--- config.mk ---
export PLATFORM = sky130hd
export DESIGN_NAME = avt_front
export DESIGN_NICKNAME = d
export VERILOG_FILES = /design/src/rtl/avt_pkg.sv /design/src/rtl/avt_front.sv
export SDC_FILE = /design/constraint.sdc
export NUM_CORES = 1
export LEC_CHECK = 0
export BUFFER_PORTS_ARGS = -buffer_cell sky130_fd_sc_hd__buf_2
export CAP_MARGIN = 20
export CORE_AREA = 2 2 94 96
export DETAILED_ROUTE_END_ITERATION = 7
export DIE_AREA = 0 0 96 98
export PLACE_DENSITY = 0.58
export SETUP_SLACK_MARGIN = 0.3
export SLEW_MARGIN = 20
export SYNTH_ARGS = -nofsm -noshare
export SYNTH_HDL_FRONTEND = slang
export SYNTH_SLANG_ARGS = --single-unit
--- constraint.sdc ---
create_clock -name vclk -period 1
set_input_delay 0.05 -clock vclk [all_inputs]
set_output_delay 0.05 -clock vclk [all_outputs]
set_load 0.01 [all_outputs]
--- src/rtl/avt_pkg.sv ---
// Shared types and constants for the affine vertex transform.
package avt_pkg;

   localparam int COEF_W = 32;
   localparam int VEC_W = 33;
   localparam int PROD_W = COEF_W + VEC_W;
   localparam int SUM_W = PROD_W + 2;
   localparam int RES_W = SUM_W + 1;
   localparam int NCOEF = 12;
   localparam int QUEUE_DEPTH = 4;
   localparam int QPTR_W = $clog2(QUEUE_DEPTH);

   localparam logic [2:0] MODE_LOAD = 3'd0;
   localparam logic [2:0] MODE_ROT = 3'd1;
   localparam logic [2:0] MODE_ROT_TRANS = 3'd2;
   localparam logic [2:0] MODE_TROT = 3'd3;
   localparam logic [2:0] MODE_UNTRANS_TROT = 3'd4;

   localparam logic [3:0] LAST_SLOT = 4'd11;

   typedef struct packed {
      logic is_load;
      logic transpose;
      logic add_t;
      logic sub_t;
      logic [3:0] index;
      logic signed [COEF_W-1:0] x;
      logic signed [COEF_W-1:0] y;
      logic signed [COEF_W-1:0] z;
   } entry_type;

endpackage

--- src/rtl/avt_front.sv ---
// Front end: decodes an incoming transaction into a queue entry or drops it.
module avt_front (
   input  logic [2:0] req_mode,
   input  logic [3:0] req_coef_index,
   input  logic signed [31:0] req_coef_value,
   input  logic signed [31:0] req_vec_x,
   input  logic signed [31:0] req_vec_y,
   input  logic signed [31:0] req_vec_z,
   output logic keep,
   output avt_pkg::entry_type entry
);
   import avt_pkg::*;

   logic is_load;
   logic is_vec;

   always_comb begin
      is_load = (req_mode == MODE_LOAD);
      is_vec = req_mode inside {[MODE_ROT:MODE_UNTRANS_TROT]};
      keep = (is_load && (req_coef_index <= LAST_SLOT)) || is_vec;
      entry.is_load = is_load;
      entry.transpose = req_mode inside {MODE_TROT, MODE_UNTRANS_TROT};
      entry.add_t = (req_mode == MODE_ROT_TRANS);
      entry.sub_t = (req_mode == MODE_UNTRANS_TROT);
      entry.index = req_coef_index;
      entry.x = is_load ? req_coef_value : req_vec_x;
      entry.y = req_vec_y;
      entry.z = req_vec_z;
   end

endmodule

==> results.md <==
- Routability Congestion: 0.567
- Post-Synth Simple-Gate Area: 4.49%
- FILL cells: 929
- Largest net degree at the start of global routing: 16
- Routed Antenna Nets: 0
- Hold Crit Endpoint: entry[51]
- Area growth, synth to finish: 70.6%
- Slowest-stage cell, CP: mux2_4
- Sequence of cells on the critical path: buf_8 -> nor3_4 -> buf_6 -> buf_12 -> mux2_4 -> buf_6
- I/O pins: 240
- Worst Path Arrival: 1110 ps
- Post-Route WL: 3480 microns
- Detailed Routing Iterations Pass 1: 2
- Share of cells above drive strength 1: 98.1%
- VDD IR max: 0.0775 mV
- CLK BUF: 0
- Pwr dens: 435 nW/um^2
- DP HPWL: 2380 microns
- Fin. Hold Viols: 0
- Slew @ Worst Pin: 217 ps
- Die X: 96 microns
- CP Max Fanout: 8
- Cells after DPL: 261
- Cell mode on critical path: buf_6
- CP required: 950 ps
- FF/Latch Area: 0 sq um
- Max_cap viols: 0
- Post-Synth Adder-Cell Area: 0%
- Combinational fraction of design power: 100.0%
- Worst setup margin: -155 ps
- Residual DRC: 0
- Area of the core: 8470 sq um
- Violated checks: setup timing
- Final hold slack: 100 ps
- Cts hold-fix bufs: 0
- Commonest non-fill, non-tap cell in the layout: buf_2
- Clock power frac: 0%
- Minimum clock period: 1160 ps
- I/O Buffers: 108
- Hold WC Path Type: in2out
- Post-synth cell types: 11
- Compound-Gate Fraction of Synth Area: 2.05%
- Max stage delay on crit path: 310 ps
- Slew Limit Fails: 0
- Drt via density: 3.43
- Worst Path Buf+Inv: 4
- Startpoint Class: input port
- Outcome: finished, violations left
- Sw power: 0.247 mW
- Avg Cell Area, Syn: 8.71 sq um
- Initial antenna violation count: 0
- Die ar.: 9410 sq um
- CP Capture Type: output port
- Final std cells w/o fill: 269
- Synth Instances: 112
- Sequential area share after synthesis: 0%
- Pre-CTS setup slack: -226 ps
- WL/cell: 12.9 microns
- Area occupied by multi-input gates: 573 sq um
- Mapped Area: 976 sq um
- Top Family by Delay on Critical Path: buffers and inverters
- Leak: 0.853 nW
- YS warnings: 0
- CP Class: in2out
- Hold Crit Depth: 0
- GRT Total Usage: 5.54%
- Xor-xnor portion of the synthesized cell area: 0%
- Period utilization: 116%
- Sw Share: 34.0%
- Fmax: 866 MHz
- DR iter-0 viols: 13
- Mux cell area share after synthesis: 36.9%
- Start point of the worst min-delay path: req_vec_y[19]
- Largest family of logic cells by synthesized area: buffers and inverters
- Commonest non-fill, non-tap cells in the layout: buf_2, buf_6, mux2_4
- Vias: 922
- Post-Place Cell Area: 1260 sq um
- Grt total ovfl: 0
- Nets: 298
- # diodes: 0
- Seq Cell Count: 0
- Synth Net Count: 247
- Endpoints failing setup: 32
- RSZ-0062 raised after global routing: true
- P_int: 0.479 mW
- Reg power frac: 0%
- Initial core utilization: 11.5%
- Number of global-route vias before repair: 923
- Die Span Y: 98 microns
- First-pass GRT wire length: 4130 microns
- # rows: 34
- Worst rel slew slack: 85.5%
- Final Instance Area: 1670 sq um
==> area by class of cell <==
cell class                      instances  share of cell area, %
Tap cell                              108                   8.11
Multi-Input combinational cell         40                   34.4
Timing Repair Buffer                  121                   57.5
==> power by group through the flow <==
stage,Combinational [mW],Sequential [mW],Clock (mW)
floorplan,0.535,0,0
global placement,0.512,0,0
detailed placement,0.518,0,0
CTS,0.645,0,0
global route,0.778,0,0
finish,0.725,0,0
==> cells by family (layout without fill, tap and decap cells) <==
kind of cell,Yosys count,count (layout)
AOI/OAI and AO/OA,3,3
buffers and inverters,72,121
muxes,32,32
and+or+nand+nor,5,5
==> routing by layer <==
metal / global-route usage [%] / share of wire, % / vias up
met2: 11.3 / 55 / 76
met4: 5.38 / 7.6 / 0
li1: - / - / 405
met1: 3.91 / 27 / 409
met3: 0.849 / 11 / 32
met5: 0 / 0 / -
==> synth_stat cells <==
cell type / n / share of area (%)
o21a_1: 1 / 0.77
nand2_1: 1 / 0.38
buf_4: 69 / 53
a21oi_1: 1 / 0.51
nor3_4: 1 / 1.7
buf_6: 3 / 3.5
nor3b_1: 2 / 1.5
nor4b_1: 1 / 0.90
mux2_2: 31 / 36
mux2_1: 1 / 1.2
o21bai_1: 1 / 0.77
==> worst max-delay path by stage <==
stage | endpoint | depth (start not counted) | start
after global placement | entry[84] | 5 | req_mode[0]
after global routing | entry[76] | 6 | req_mode[0]
after floorplan | entry[64] | 3 | req_mode[0]
after CTS | entry[67] | 6 | req_mode[2]
final | entry[95] | 6 | req_mode[0]
after detailed placement | entry[75] | 5 | req_mode[0]
==> through the flow <==
stage | utilization, % | setup TNS (ps) | power [mW]
global placement | 14.9 | -5360 | 0.512
finish | 19.7 | -4390 | 0.725
floorplan | - | 0 | 0.535
CTS | 17.8 | -4770 | 0.645
detailed placement | 14.9 | -5990 | 0.518
global route | 19.7 | -5430 | 0.778
==> what timing repair did <==
action	CTS	global route
resized for setup	35	21
cloned	2	1
pin swaps	3	4
setup buffers	3	2
setup endpoints to repair	37	36
No activity file was read; power rests on OpenSTA's default activity.
