<file path="src/rtl/avt_pkg.sv">
// Shared types and constants for the affine vertex transform.
package avt_pkg;

   localparam int COEF_W = 32;
   localparam int VEC_W = 33;
   localparam int PROD_W = COEF_W + VEC_W;
   localparam int SUM_W = PROD_W + 2;
   localparam int RES_W = SUM_W + 1;
   localparam int NCOEF = 12;
   localparam int QUEUE_DEPTH = 4;
   localparam int QPTR_W = $clog2(QUEUE_DEPTH);

   localparam logic [2:0] MODE_LOAD = 3'd0;
   localparam logic [2:0] MODE_ROT = 3'd1;
   localparam logic [2:0] MODE_ROT_TRANS = 3'd2;
   localparam logic [2:0] MODE_TROT = 3'd3;
   localparam logic [2:0] MODE_UNTRANS_TROT = 3'd4;

   localparam logic [3:0] LAST_SLOT = 4'd11;

   typedef struct packed {
      logic is_load;
      logic transpose;
      logic add_t;
      logic sub_t;
      logic [3:0] index;
      logic signed [COEF_W-1:0] x;
      logic signed [COEF_W-1:0] y;
      logic signed [COEF_W-1:0] z;
   } entry_type;

endpackage

</file>
<file path="src/rtl/avt_queue.sv">
// Short FIFO between the front end and the transform pipeline.
module avt_queue (
   input  logic clock,
   input  logic reset,
   input  logic push,
   input  avt_pkg::entry_type push_entry,
   input  logic pop,
   output avt_pkg::entry_type head,
   output logic empty,
   output logic full
);
   import avt_pkg::*;

   entry_type mem_ff [QUEUE_DEPTH];
   logic [QPTR_W-1:0] wr_ptr_ff, wr_ptr_in;
   logic [QPTR_W-1:0] rd_ptr_ff, rd_ptr_in;
   logic [QPTR_W:0] count_ff, count_in;

   always_comb begin
      empty = (count_ff == '0);
      full = (count_ff == (QPTR_W+1)'(QUEUE_DEPTH));
      head = mem_ff[rd_ptr_ff];
      wr_ptr_in = push ? wr_ptr_ff + 1'b1 : wr_ptr_ff;
      rd_ptr_in = pop ? rd_ptr_ff + 1'b1 : rd_ptr_ff;
      count_in = count_ff + (QPTR_W+1)'(push) - (QPTR_W+1)'(pop);
   end

   always_ff @(posedge clock) begin
      if (reset) begin
         wr_ptr_ff <= '0;
         rd_ptr_ff <= '0;
         count_ff <= '0;
      end else begin
         wr_ptr_ff <= wr_ptr_in;
         rd_ptr_ff <= rd_ptr_in;
         count_ff <= count_in;
      end
   end

   always_ff @(posedge clock) begin
      if (push) begin
         mem_ff[wr_ptr_ff] <= push_entry;
      end
   end

endmodule

</file>
<file path="config.mk">
export PLATFORM = sky130hd
export DESIGN_NAME = avt_queue
export DESIGN_NICKNAME = d
export VERILOG_FILES = /design/src/rtl/avt_pkg.sv /design/src/rtl/avt_queue.sv
export SDC_FILE = /design/constraint.sdc
export NUM_CORES = 1
export LEC_CHECK = 0
export BUFFER_PORTS_ARGS = -buffer_cell sky130_fd_sc_hd__buf_2
export CORE_ASPECT_RATIO = 0.7
export CORE_UTILIZATION = 55
export CTS_BUF_LIST = sky130_fd_sc_hd__clkbuf_8
export DETAILED_ROUTE_END_ITERATION = 6
export HOLD_SLACK_MARGIN = 0.15
export PLACE_DENSITY = 0.77
export SYNTH_ARGS = -nofsm -noshare
export SYNTH_HDL_FRONTEND = slang
export SYNTH_SLANG_ARGS = --single-unit
export TNS_END_PERCENT = 20
</file>
<file path="constraint.sdc">
create_clock -name clock -period 6.6 [get_ports clock]
set_input_delay 1.32 -clock clock [delete_from_list [all_inputs] [get_ports clock]]
set_output_delay 1.32 -clock clock [all_outputs]
set_load 0.03 [all_outputs]
</file>
==> flow_summary_export.csv, run 1 <==
group,metric,value,unit
status,status,"complete, no violations",
final_layout,multi_input_area,2590,µm²
global_route,grt_pass1_wl,43.0,mm
timing,setup_tns,0,ps
final_layout,syn_to_final_growth,15.6,%
cts,clock_sinks,425,
cts,cts_root_buffer,"clkbuf_8",
routing,remaining_drc_errors,0,
floorplanning,rows,50,
setup_path,critPathBufInv,2,
synth,muxShareOfSynthArea,0.152,
synth,synth-xor-area-share,0.00267,
final_layout,register_area,12700,µm²
cts,clk_pin_slew,60,ps
routing,via_per_inst,5.63,
routing,ant_nets,0,
global_route,grt_usage,0.202,
synth,synth_fp_nets,701,
floorplanning,dieArea,28800,µm²
setup_path,crit_family,"flip-flops",
synth,synth_ff_type,"edfxtp_1",
timing,max_freq,238,MHz
final_layout,final_area,17900,µm²
timing,final-setup-viol-count,0,
setup_path,crit_arrival,2880,ps
synth,synth_compound_gate_area_share,0.000971,
synth,yosys.area_share.simple,0.00485,
routing,num_vias,7036,
timing,worst_hold_slack,556,ps
final_layout,drive_gt1_frac,0.447,
cts,cts_buffers,57,
placed_design,place_congestion,0.739,
placed_design,place_area,16900,µm²
setup_path,crit_chain,"buf_12 -> mux4_2 -> buf_2",
flow_run,maxCapViolations,0,
placed_design,io_buffers,213,
setup_path,critPathRequiredTime,5280,ps
timing,finalCriticalPeriod,4200,ps
setup_path,crit_type,"reg -> out",
timing,setup_ws,2400,ps
synth,syn_area,15500,µm²
cts,htreeDepth,2,
global_route,grt_max_degree,69,
timing,relSlewSlack,0.373,
cts,insertion_delay,590,ps
setup_path,cp_slowest_cell,"dfxtp_4",
timing,worstMarginPinSlew,941,ps
timing,rsz0062_at_grt,"false",
final_layout,fin_nets,955,
timing,final_hold_viol_count,0,
synth,syn-instance-count,586,
routing,drt_iter0_markers,451,
synth,yosysSeqAreaShare,0.819,
cts,holdBufCountCts,0,
setup_path,worst_setup_path_start_kind,"flip-flop",
synth,yosysWarnings,0,
pwr,peakVddDrop,234,µV
setup_path,cp_max_fo,68,
pwr,power_density,312,nW/µm²
floorplanning,die_w,202,µm
cts,post-cts-setup-buffers,0,
setup_path,cp-end-kind,"primary output",
cts,post_cts_resized,0,
floorplanning,die_h,142,µm
placed_design,place_ws,2950,ps
floorplanning,io_pins,214,
synth,synth-async-reset-ratio,0,
cts,cts_buffer_depth,3,
timing,finalCritPeriodShare,0.636,
routing,wirelength,28.3,mm
floorplanning,core_area,27200,µm²
worst_hold_path,hp-class,"reg -> reg",
global_route,antenna_found_initial,11,
timing,maxSlewViolCount,0,
floorplanning,start_util,0.570,
global_route,grt_pass1_vias,7410,
synth,synth-adder-area-share,0.00615,
cts,cts_tree,"built",
pwr,p_leak,6.04,nW
final_layout,num-fill-cells,1734,
setup_path,slowest_delay,840,ps
synth,synth.distinct_cells,21,
final_layout,fin_util,0.658,
synth,postSynthAreaPerCell,26.4,µm²
synth,synth-seq-cells,425,
routing,first_pass_iters,5,
timing,finClkSkew,23.5,ps
synth,synth_edf_count,416,
placed_design,dp_hpwl,17.2,mm
routing,wire_per_inst,22.6,µm
synth,synth_top_family_by_area,"multiplexers",
global_route,grt_overflow,0,
==> stage by stage <==
stage,cells,total power (W)
floorplan,586,0.00369
global placement,1145,0.00388
detailed placement,1145,0.00391
CTS,1240,0.00563
global route,1241,0.00578
finish,1249,0.00558
==> synth_stat cells, types with 2 or more instances <==
library cell  instances  share of area
mux4_2              104           0.15
buf_2                11         0.0036
and2_1                4         0.0016
edfxtp_1            416           0.81
buf_8                 7         0.0068
dfxtp_1               9          0.012
ha_1                  6         0.0049
clkbuf_1              5         0.0012
nor2_1                5         0.0012
nor2b_1               2        0.00081
inv_1                 6         0.0015
xnor2_1               2         0.0011
==> worst paths after layout <==
check	start	end	slack [ps]	depth (start not counted)
worst max-delay path	flip-flop	head[61]	2400	3
worst min-delay path	rd_ptr_ff[1]$_SDFFE_PP0P_	flip-flop	560	2
worst max register to register	wr_ptr_ff[0]$_SDFFE_PP0P_	mem_ff[1][83]$_DFFE_PP_	4080	3
worst min register to register	rd_ptr_ff[1]$_SDFFE_PP0P_	flip-flop	560	2
==> cell families after synthesis <==
family                   Yosys count
AO/OA/AOI/OAI                      2
XOR/XNOR                           3
adder cells (fa/ha/maj)            7
buffers and inverters             30
flip-flops                       425
multiplexers                     105
AND/OR/NAND/NOR                   14
==> state kept, by name, indices dropped and copies added, names as in the netlist, named ones only <==
signal	cells
rd_ptr_ff	2
mem_ff	416
wr_ptr_ff	2
count_ff	3
==> final cells by class <==
class / count / area share
well taps: 364 / 0.0255
multi-input cells: 131 / 0.145
repair buffers: 219 / 0.0629
clock buffers: 59 / 0.0454
inverters: 6 / 0.00126
flip-flops and latches: 425 / 0.710
clock inverters: 36 / 0.00931
diodes: 9 / 0.00126
==> metal layers <==
| metal | share of wire | routed length (µm) | global-route usage | vias up |
|---|---|---|---|---|
| met4 | 0.013 | 354 | 0.0522 | 8 |
| met3 | 0.10 | 2820 | 0.0712 | 45 |
| li1 | - | - | - | 3047 |
| met2 | 0.49 | 13700 | 0.322 | 292 |
| met1 | 0.40 | 11300 | 0.270 | 3644 |
| met5 | 0.0020 | 57 | 0 | - |
==> layout by cell type, fill, tap and decap left out, drive strengths merged <==
| cell type | instances |
|---|---|
| nor2b | 2 |
| ha | 6 |
| nand3b | 1 |
| mux2i | 1 |
| fa | 1 |
| dfxtp | 9 |
| and3 | 1 |
| xnor2 | 2 |
| xor3 | 1 |
| nor3 | 1 |
| edfxtp | 416 |
| buf | 219 |
| a21oi | 1 |
| diode | 9 |
| nor2 | 5 |
| clkbuf | 59 |
| and2 | 4 |
| clkinv | 16 |
| clkinvlp | 1 |
| a21bo | 1 |
| inv | 24 |
| bufinv | 1 |
| mux4 | 104 |
==> power breakdown <==
part	switching, W	internal [W]
registers	0.0000554	0.00310
clock network	0.000880	0.000855
logic	0.000428	0.000253
total	0.00136	0.00421
==> worst min-delay path: stages (launching register included) <==
cell      delay [ps]
dfxtp_1          320
nand3b_1         120
a21oi_1           70
No activity file was read; power rests on OpenSTA's default activity.
==> run 2, diff against run 1 <==
--- a/config.mk
+++ b/config.mk
@@ -5,13 +5,14 @@
 export SDC_FILE = /design/constraint.sdc
 export NUM_CORES = 1
 export LEC_CHECK = 0
+export ABC_AREA = 1
 export BUFFER_PORTS_ARGS = -buffer_cell sky130_fd_sc_hd__buf_2
 export CORE_ASPECT_RATIO = 0.7
-export CORE_UTILIZATION = 55
+export CORE_UTILIZATION = 54
 export CTS_BUF_LIST = sky130_fd_sc_hd__clkbuf_8
 export DETAILED_ROUTE_END_ITERATION = 6
 export HOLD_SLACK_MARGIN = 0.15
-export PLACE_DENSITY = 0.77
+export PLACE_DENSITY = 0.78
 export SYNTH_ARGS = -nofsm -noshare
 export SYNTH_HDL_FRONTEND = slang
 export SYNTH_SLANG_ARGS = --single-unit
==> constraint.sdc (replaced) <==
create_clock -name clock -period 3.35 [get_ports clock]
set_input_delay 0.67 -clock clock [delete_from_list [all_inputs] [get_ports clock]]
set_output_delay 0.67 -clock clock [all_outputs]
set_load 0.03 [all_outputs]
==> run 2 against run 1 <==
Against the previous run:
- register-to-register slack got worse by 2500 ps
- via count is 40% higher
- utilization is 1.6 points lower
- synthesized cell count rose by 120%
- clock-buffer cell count rose by 8
- first-iteration DRC count up 24%
- non-clock buffer count grew 13
- sequential cell count is the same
- area after synthesis increased by 7.8%
- combinational power increased by 98%
- largest power group unchanged
- highest routed layer unchanged
==> flow_summary_export.csv, run 2 <==
group,metric,value,unit
global_route,antenna_found_initial,8,
floorplanning,die_h,149,µm
routing,drt_iter0_markers,559,
setup_path,crit_family,"flip-flops",
floorplanning,rows,53,
global_route,grt_max_degree,111,
synth,synth.distinct_cells,17,
setup_path,cp-end-kind,"primary output",
timing,max_freq,356,MHz
timing,final-setup-viol-count,0,
placed_design,dp_hpwl,19.0,mm
synth,postSynthAreaPerCell,13.1,µm²
timing,worstMarginPinSlew,593,ps
cts,post_cts_resized,0,
placed_design,io_buffers,213,
routing,num_vias,9834,
cts,insertion_delay,610,ps
synth,synth-seq-cells,425,
timing,final_hold_viol_count,0,
floorplanning,dieArea,31600,µm²
final_layout,fin_nets,1610,
cts,cts_tree,"built",
setup_path,critPathBufInv,2,
setup_path,crit_arrival,2140,ps
cts,clock_sinks,425,
pwr,p_leak,7.63,nW
cts,holdBufCountCts,0,
timing,setup_tns,0,ps
worst_hold_path,hp-class,"in -> reg",
floorplanning,start_util,0.552,
synth,synth_edf_count,416,
floorplanning,io_pins,214,
final_layout,num-fill-cells,2170,
cts,cts_buffers,61,
synth,syn_area,16700,µm²
global_route,grt_usage,0.199,
routing,via_per_inst,5.00,
pwr,p_clk_frac,0.330,
timing,finClkSkew,26.0,ps
routing,first_pass_iters,4,
cts,htreeDepth,2,
synth,yosysSeqAreaShare,0.760,
timing,finalCritPeriodShare,0.839,
global_route,grt_pass1_wl,48.6,mm
final_layout,fin_util,0.642,
placed_design,place_congestion,0.737,
setup_path,r2r-start,"wr_ptr_ff[0]$_SDFFE_PP0P_",
timing,finalCriticalPeriod,2810,ps
synth,syn-instance-count,1269,
cts,post-cts-setup-buffers,0,
pwr,p_int,0.00829,W
pwr,peakVddDrop,428,µV
final_layout,largest_reg_flops,416,
pwr,power_density,579,nW/µm²
setup_path,slowest_delay,730,ps
final_layout,top_register,"mem_ff",
setup_path,worst_setup_path_start_kind,"flip-flop",
final_layout,syn_to_final_growth,16.2,%
synth,yosysWarnings,0,
final_layout,drive_gt1_frac,0.205,
final_layout,top_regs,"mem_ff: 416 flops, count_ff: 3 flops",
synth,synthMostInstantiatedCell,"edfxtp_1",
setup_path,cp_max_fo,46,
cts,cts_buffer_depth,3,
synth,yosysTopAreaCell,"edfxtp_1",
setup_path,crit_chain,"buf_4 -> a21oi_1 -> o21ai_0 -> nand2_1 -> buf_2",
final_layout,register_area,12700,µm²
global_route,grt_overflow,0,
routing,remaining_drc_errors,0,
floorplanning,core_area,30200,µm²
setup_path,critPathRequiredTime,2680,ps
worst_hold_path,hold_start,"reset",
routing,wirelength,31.5,mm
global_route,grt_pass1_vias,9482,
synth,synth.top_cell.area_share,0.749,
synth,synthTopCellsByCount,"416 x edfxtp_1, 224 x inv_1, 216 x nand2_1",
final_layout,final_common_cell,"edfxtp_1",
pwr,switching_share,0.260,
timing,relSlewSlack,0.605,
cts,clk_pin_slew,60,ps
synth,synth-async-reset-ratio,0,
synth,synth_ff_type,"edfxtp_1",
status,status,"complete, no violations",
timing,rsz0062_at_grt,"false",
final_layout,multi_input_area,2800,µm²
final_layout,final_cell_mix,"416 x edfxtp_1, 241 x inv_1, 216 x nand2_1",
synth,synth_fp_nets,1384,
setup_path,crit_type,"reg -> out",
routing,wire_per_inst,16.0,µm
pwr,pwr-share-seq,0.549,
pwr,power_switching,0.00292,W
flow_run,maxCapViolations,0,
cts,cts_root_buffer,"clkbuf_8",
routing,ant_nets,0,
setup_path,cp_slowest_cell,"dfxtp_4",
pwr,comb_power_share,0.121,
synth,synth_area_leaders,"edfxtp_1 75%, inv_1 5.0%, nand2_1 4.9%",
floorplanning,die_w,212,µm
timing,maxSlewViolCount,0,
## run 2: per-stage QoR
stage                     setup WS, ps  total power [W]  instances  cell area, µm²  hold WS (ps)
after global routing               375           0.0117       1961           19400           225
final                              538           0.0112       1966           19400           262
after global placement            1140          0.00759       1844           18200           462
after detailed placement          1160          0.00763       1844           18200           454
after floorplan                    181          0.00716       1269           16700           436
after CTS                          484           0.0113       1958           19400           202
## run 2: power by group through the flow
stage | sequential [W] | clock, W | combinational (W)
floorplan | 0.00625 | 0 | 0.000906
global placement | 0.00625 | 0 | 0.00133
detailed placement | 0.00626 | 0 | 0.00137
CTS | 0.00615 | 0.00380 | 0.00137
global route | 0.00617 | 0.00401 | 0.00148
finish | 0.00615 | 0.00370 | 0.00135
## run 2: cell families (layout without fill, tap and decap cells)
| group | count (synthesis) | count (layout) | share of synthesized area |
|---|---|---|---|
| flops | 425 | 425 | 0.760 |
| other cells | 0 | 8 | 0 |
| simple gates | 222 | 222 | 0.0501 |
| compound gates | 322 | 322 | 0.112 |
| buf+inv | 293 | 570 | 0.0716 |
| fa+ha+maj | 7 | 7 | 0.00570 |
## run 2: per-layer routing
metal,vias up,wire length [µm],GRT usage
met4,8,622,0.0659
met2,276,14800,0.323
met5,-,57,0
met1,4606,13300,0.254
met3,56,2620,0.0661
li1,4888,-,-
## run 2: layout make-up
type / instances / share of cell area
clock inverter: 47 / 0.0101
tap: 412 / 0.0266
multi-input combinational: 551 / 0.145
timing repair buffer: 232 / 0.0714
clock buffer: 67 / 0.0476
sequential: 425 / 0.655
inverter: 224 / 0.0439
antenna: 8 / 0.00103
## run 2: worst paths after layout
check | endpoint | slack, ps | cells after the start
worst max-delay path | head[83] | 540 | 5
worst min-delay path | count_ff[0]$_SDFF_PP0_ | 260 | 2
worst max register to register | mem_ff[0][78]$_DFFE_PP_ | 1580 | 5
worst min register to register | flip-flop | 470 | 2
## run 2: worst reg2reg max path: stages, from the launching register on
cell and delay [ps]:
dfxtp_1 330, inv_1 120, ha_1 160, nand2_1 80
inv_4 410, buf_12 350
==> run 3, diff against run 2 <==
==> constraint.sdc (replaced) <==
create_clock -name clock -period 2.4 [get_ports clock]
set_input_delay 0.48 -clock clock [delete_from_list [all_inputs] [get_ports clock]]
set_output_delay 0.48 -clock clock [all_outputs]
set_load 0.03 [all_outputs]
==> run 3 against run 2 <==
Against the previous run:
- the flow now finishes with violations (setup timing)
- design area is 11% higher
- utilization up 7.0 points
- sequential power grew 40%
- sequential cell count unchanged
- non-clock buffer count grew 140
- largest power group unchanged
==> flow_summary_export.csv, run 3 (synthesis results as in run 2) <==
group,metric,value,unit
setup_path,critPathBufInv,3,
setup_path,slowest_delay,470,ps
cts,cts_root_buffer,"clkbuf_8",
routing,drt_iter0_markers,895,
pwr,comb_power_share,0.160,
status,violations,"setup timing",
floorplanning,core_area,30200,µm²
cts,cts_buffers,59,
setup_path,cpMostUsedCell,"buf_12",
final_layout,top_regs,"mem_ff: 416 flops, count_ff: 3 flops",
final_layout,largest_reg_flops,416,
worst_hold_path,hold_start,"push",
placed_design,dp_hpwl,18.9,mm
worst_hold_path,hp-class,"in -> reg",
cts,clock_sinks,425,
global_route,grt_pass1_wl,55.7,mm
timing,finalCriticalPeriod,2430,ps
routing,ant_nets,0,
cts,cts_tree,"built",
pwr,p_clk_frac,0.305,
final_layout,final_cell_mix,"416 x edfxtp_1, 230 x inv_1, 212 x nand2_1",
pwr,peakVddDrop,778,µV
cts,cts_buffer_depth,3,
placed_design,place_congestion,0.756,
timing,setup_tns,-57.6,ps
setup_path,cp_max_fo,19,
global_route,grt_pass1_vias,10900,
setup_path,critPathRequiredTime,1920,ps
cts,clk_pin_slew,60,ps
setup_path,r2r-start,"wr_ptr_ff[1]$_SDFFE_PP0P_",
floorplanning,start_util,0.552,
floorplanning,die_h,149,µm
final_layout,drive_gt1_frac,0.222,
pwr,p_int,0.0118,W
setup_path,crit_chain,"buf_12 -> buf_12 -> a21oi_1 -> o21ai_1 -> nand2_1 -> clkbuf_4",
placed_design,dp.cells,1854,
setup_path,r2r_slack,800,ps
timing,setup_ws,-30.2,ps
floorplanning,die_w,212,µm
final_layout,top_register,"mem_ff",
setup_path,cp-end-kind,"primary output",
final_layout,fin_cells,2087,
routing,num_vias,10900,
cts,htreeDepth,2,
timing,maxSlewViolCount,0,
routing,remaining_drc_errors,0,
setup_path,cp_slowest_cell,"dfxtp_4",
pwr,switching_share,0.264,
timing,finClkSkew,11.8,ps
pwr,power_switching,0.00424,W
timing,max_freq,411,MHz
setup_path,worst_setup_path_start_kind,"flip-flop",
final_layout,fin_nets,1748,
timing,final-setup-viol-count,2,
final_layout,final_common_cell,"edfxtp_1",
global_route,grt_usage,0.229,
floorplanning,dieArea,31600,µm²
routing,first_pass_iters,7,
timing,finalCritPeriodShare,1.01,
timing,relSlewSlack,0.759,
routing,wirelength,38.5,mm
floorplanning,io_pins,214,
timing,worst_hold_slack,250,ps
final_layout,final_area,21500,µm²
global_route,antenna_found_initial,1,
pwr,pwr-share-seq,0.535,
setup_path,crit_arrival,1950,ps
final_layout,syn_to_final_growth,28.8,%
setup_path,crit_type,"reg -> out",
timing,rsz0062_at_grt,"true",
final_layout,num-fill-cells,1858,
pwr,p_leak,8.42,nW
global_route,grt_overflow,0,
placed_design,place_area,18400,µm²
routing,via_per_inst,5.24,
floorplanning,rows,53,
pwr,power_density,747,nW/µm²
status,status,"finished, violations left",
routing,wire_per_inst,18.4,µm
global_route,grt_max_degree,78,
flow_run,maxCapViolations,0,
cts,insertion_delay,590,ps
pwr,power,0.0160,W
placed_design,io_buffers,213,
setup_path,crit_family,"buffers and inverters",
timing,worstMarginPinSlew,362,ps
timing,final_hold_viol_count,0,
## run 3: cell count changes in the layout (fill, tap and decap cells not counted), moves of 11 or more
| cell | delta |
|---|---|
| buf_4 | +51 |
| buf_16 | +11 |
| inv_1 | -11 |
| clkbuf_4 | +11 |
| a21oi_2 | +21 |
| buf_6 | +41 |
| o21ai_1 | +24 |
| dlygate4sd3_1 | +106 |
| clkinv_1 | +11 |
| a21oi_1 | -22 |
| o21ai_0 | -26 |
| buf_2 | -91 |
## run 3: final cells by class
type	instances	area, µm²	area share
Antenna cell	1	2.50	0.000117
Timing Repair Buffer	372	3500	0.163
Tap cell	412	515	0.0240
Multi-Input combinational cell	551	2920	0.136
Inverter	224	856	0.0399
Sequential cell	425	12700	0.591
Clock buffer	61	840	0.0391
Clock inverter	41	159	0.00740
## run 3: through the flow
stage | setup WS [ps] | utilization
3_3_place_gp | 499 | 0.610
3_5_place_dp | 452 | 0.610
5_1_grt | -107 | 0.712
6_report | -30.2 | 0.712
4_1_cts | -23.8 | 0.693
2_1_floorplan | -123 | -
## run 3: worst reg2reg max path, cell delays in order (launching register included)
cell,delay [ps]
dfxtp_2,350
inv_2,50
ha_2,160
nand2_2,70
clkinvlp_4,300
buf_12,310
## run 3: path summary, 6_finish.rpt
kind	cells after the start	end
max	6	head[36]
min	3	wr_ptr_ff[0]$_SDFFE_PP0P_
max reg2reg	5	mem_ff[1][64]$_DFFE_PP_
min reg2reg	2	flip-flop
## run 3: power groups by stage
| stage | Combinational (W) | Sequential [W] | Clock [W] |
|---|---|---|---|
| floorplan | 0.00127 | 0.00872 | 0 |
| global placement | 0.00191 | 0.00871 | 0 |
| detailed placement | 0.00196 | 0.00873 | 0 |
| CTS | 0.00230 | 0.00857 | 0.00497 |
| global route | 0.00275 | 0.00860 | 0.00534 |
| finish | 0.00257 | 0.00858 | 0.00489 |
## run 3: repair_timing
item                                    4_1_cts  5_1_grt
setup buffers                                 6        5
endpoints found under the setup margin       94      100
endpoints found under the hold margin       421        0
gates cloned                                  7        7
hold buffers                                106        0
resized for setup                            68      176
pin swaps                                     2       17
## run 3: metal layers
| layer | global-route usage | routed length (µm) | vias up |
|---|---|---|---|
| li1 | - | - | 5174 |
| met1 | 0.294 | 15400 | 5288 |
| met2 | 0.384 | 19600 | 418 |
| met3 | 0.0564 | 2890 | 65 |
| met4 | 0.0721 | 619 | 0 |
| met5 | 0 | 0 | - |
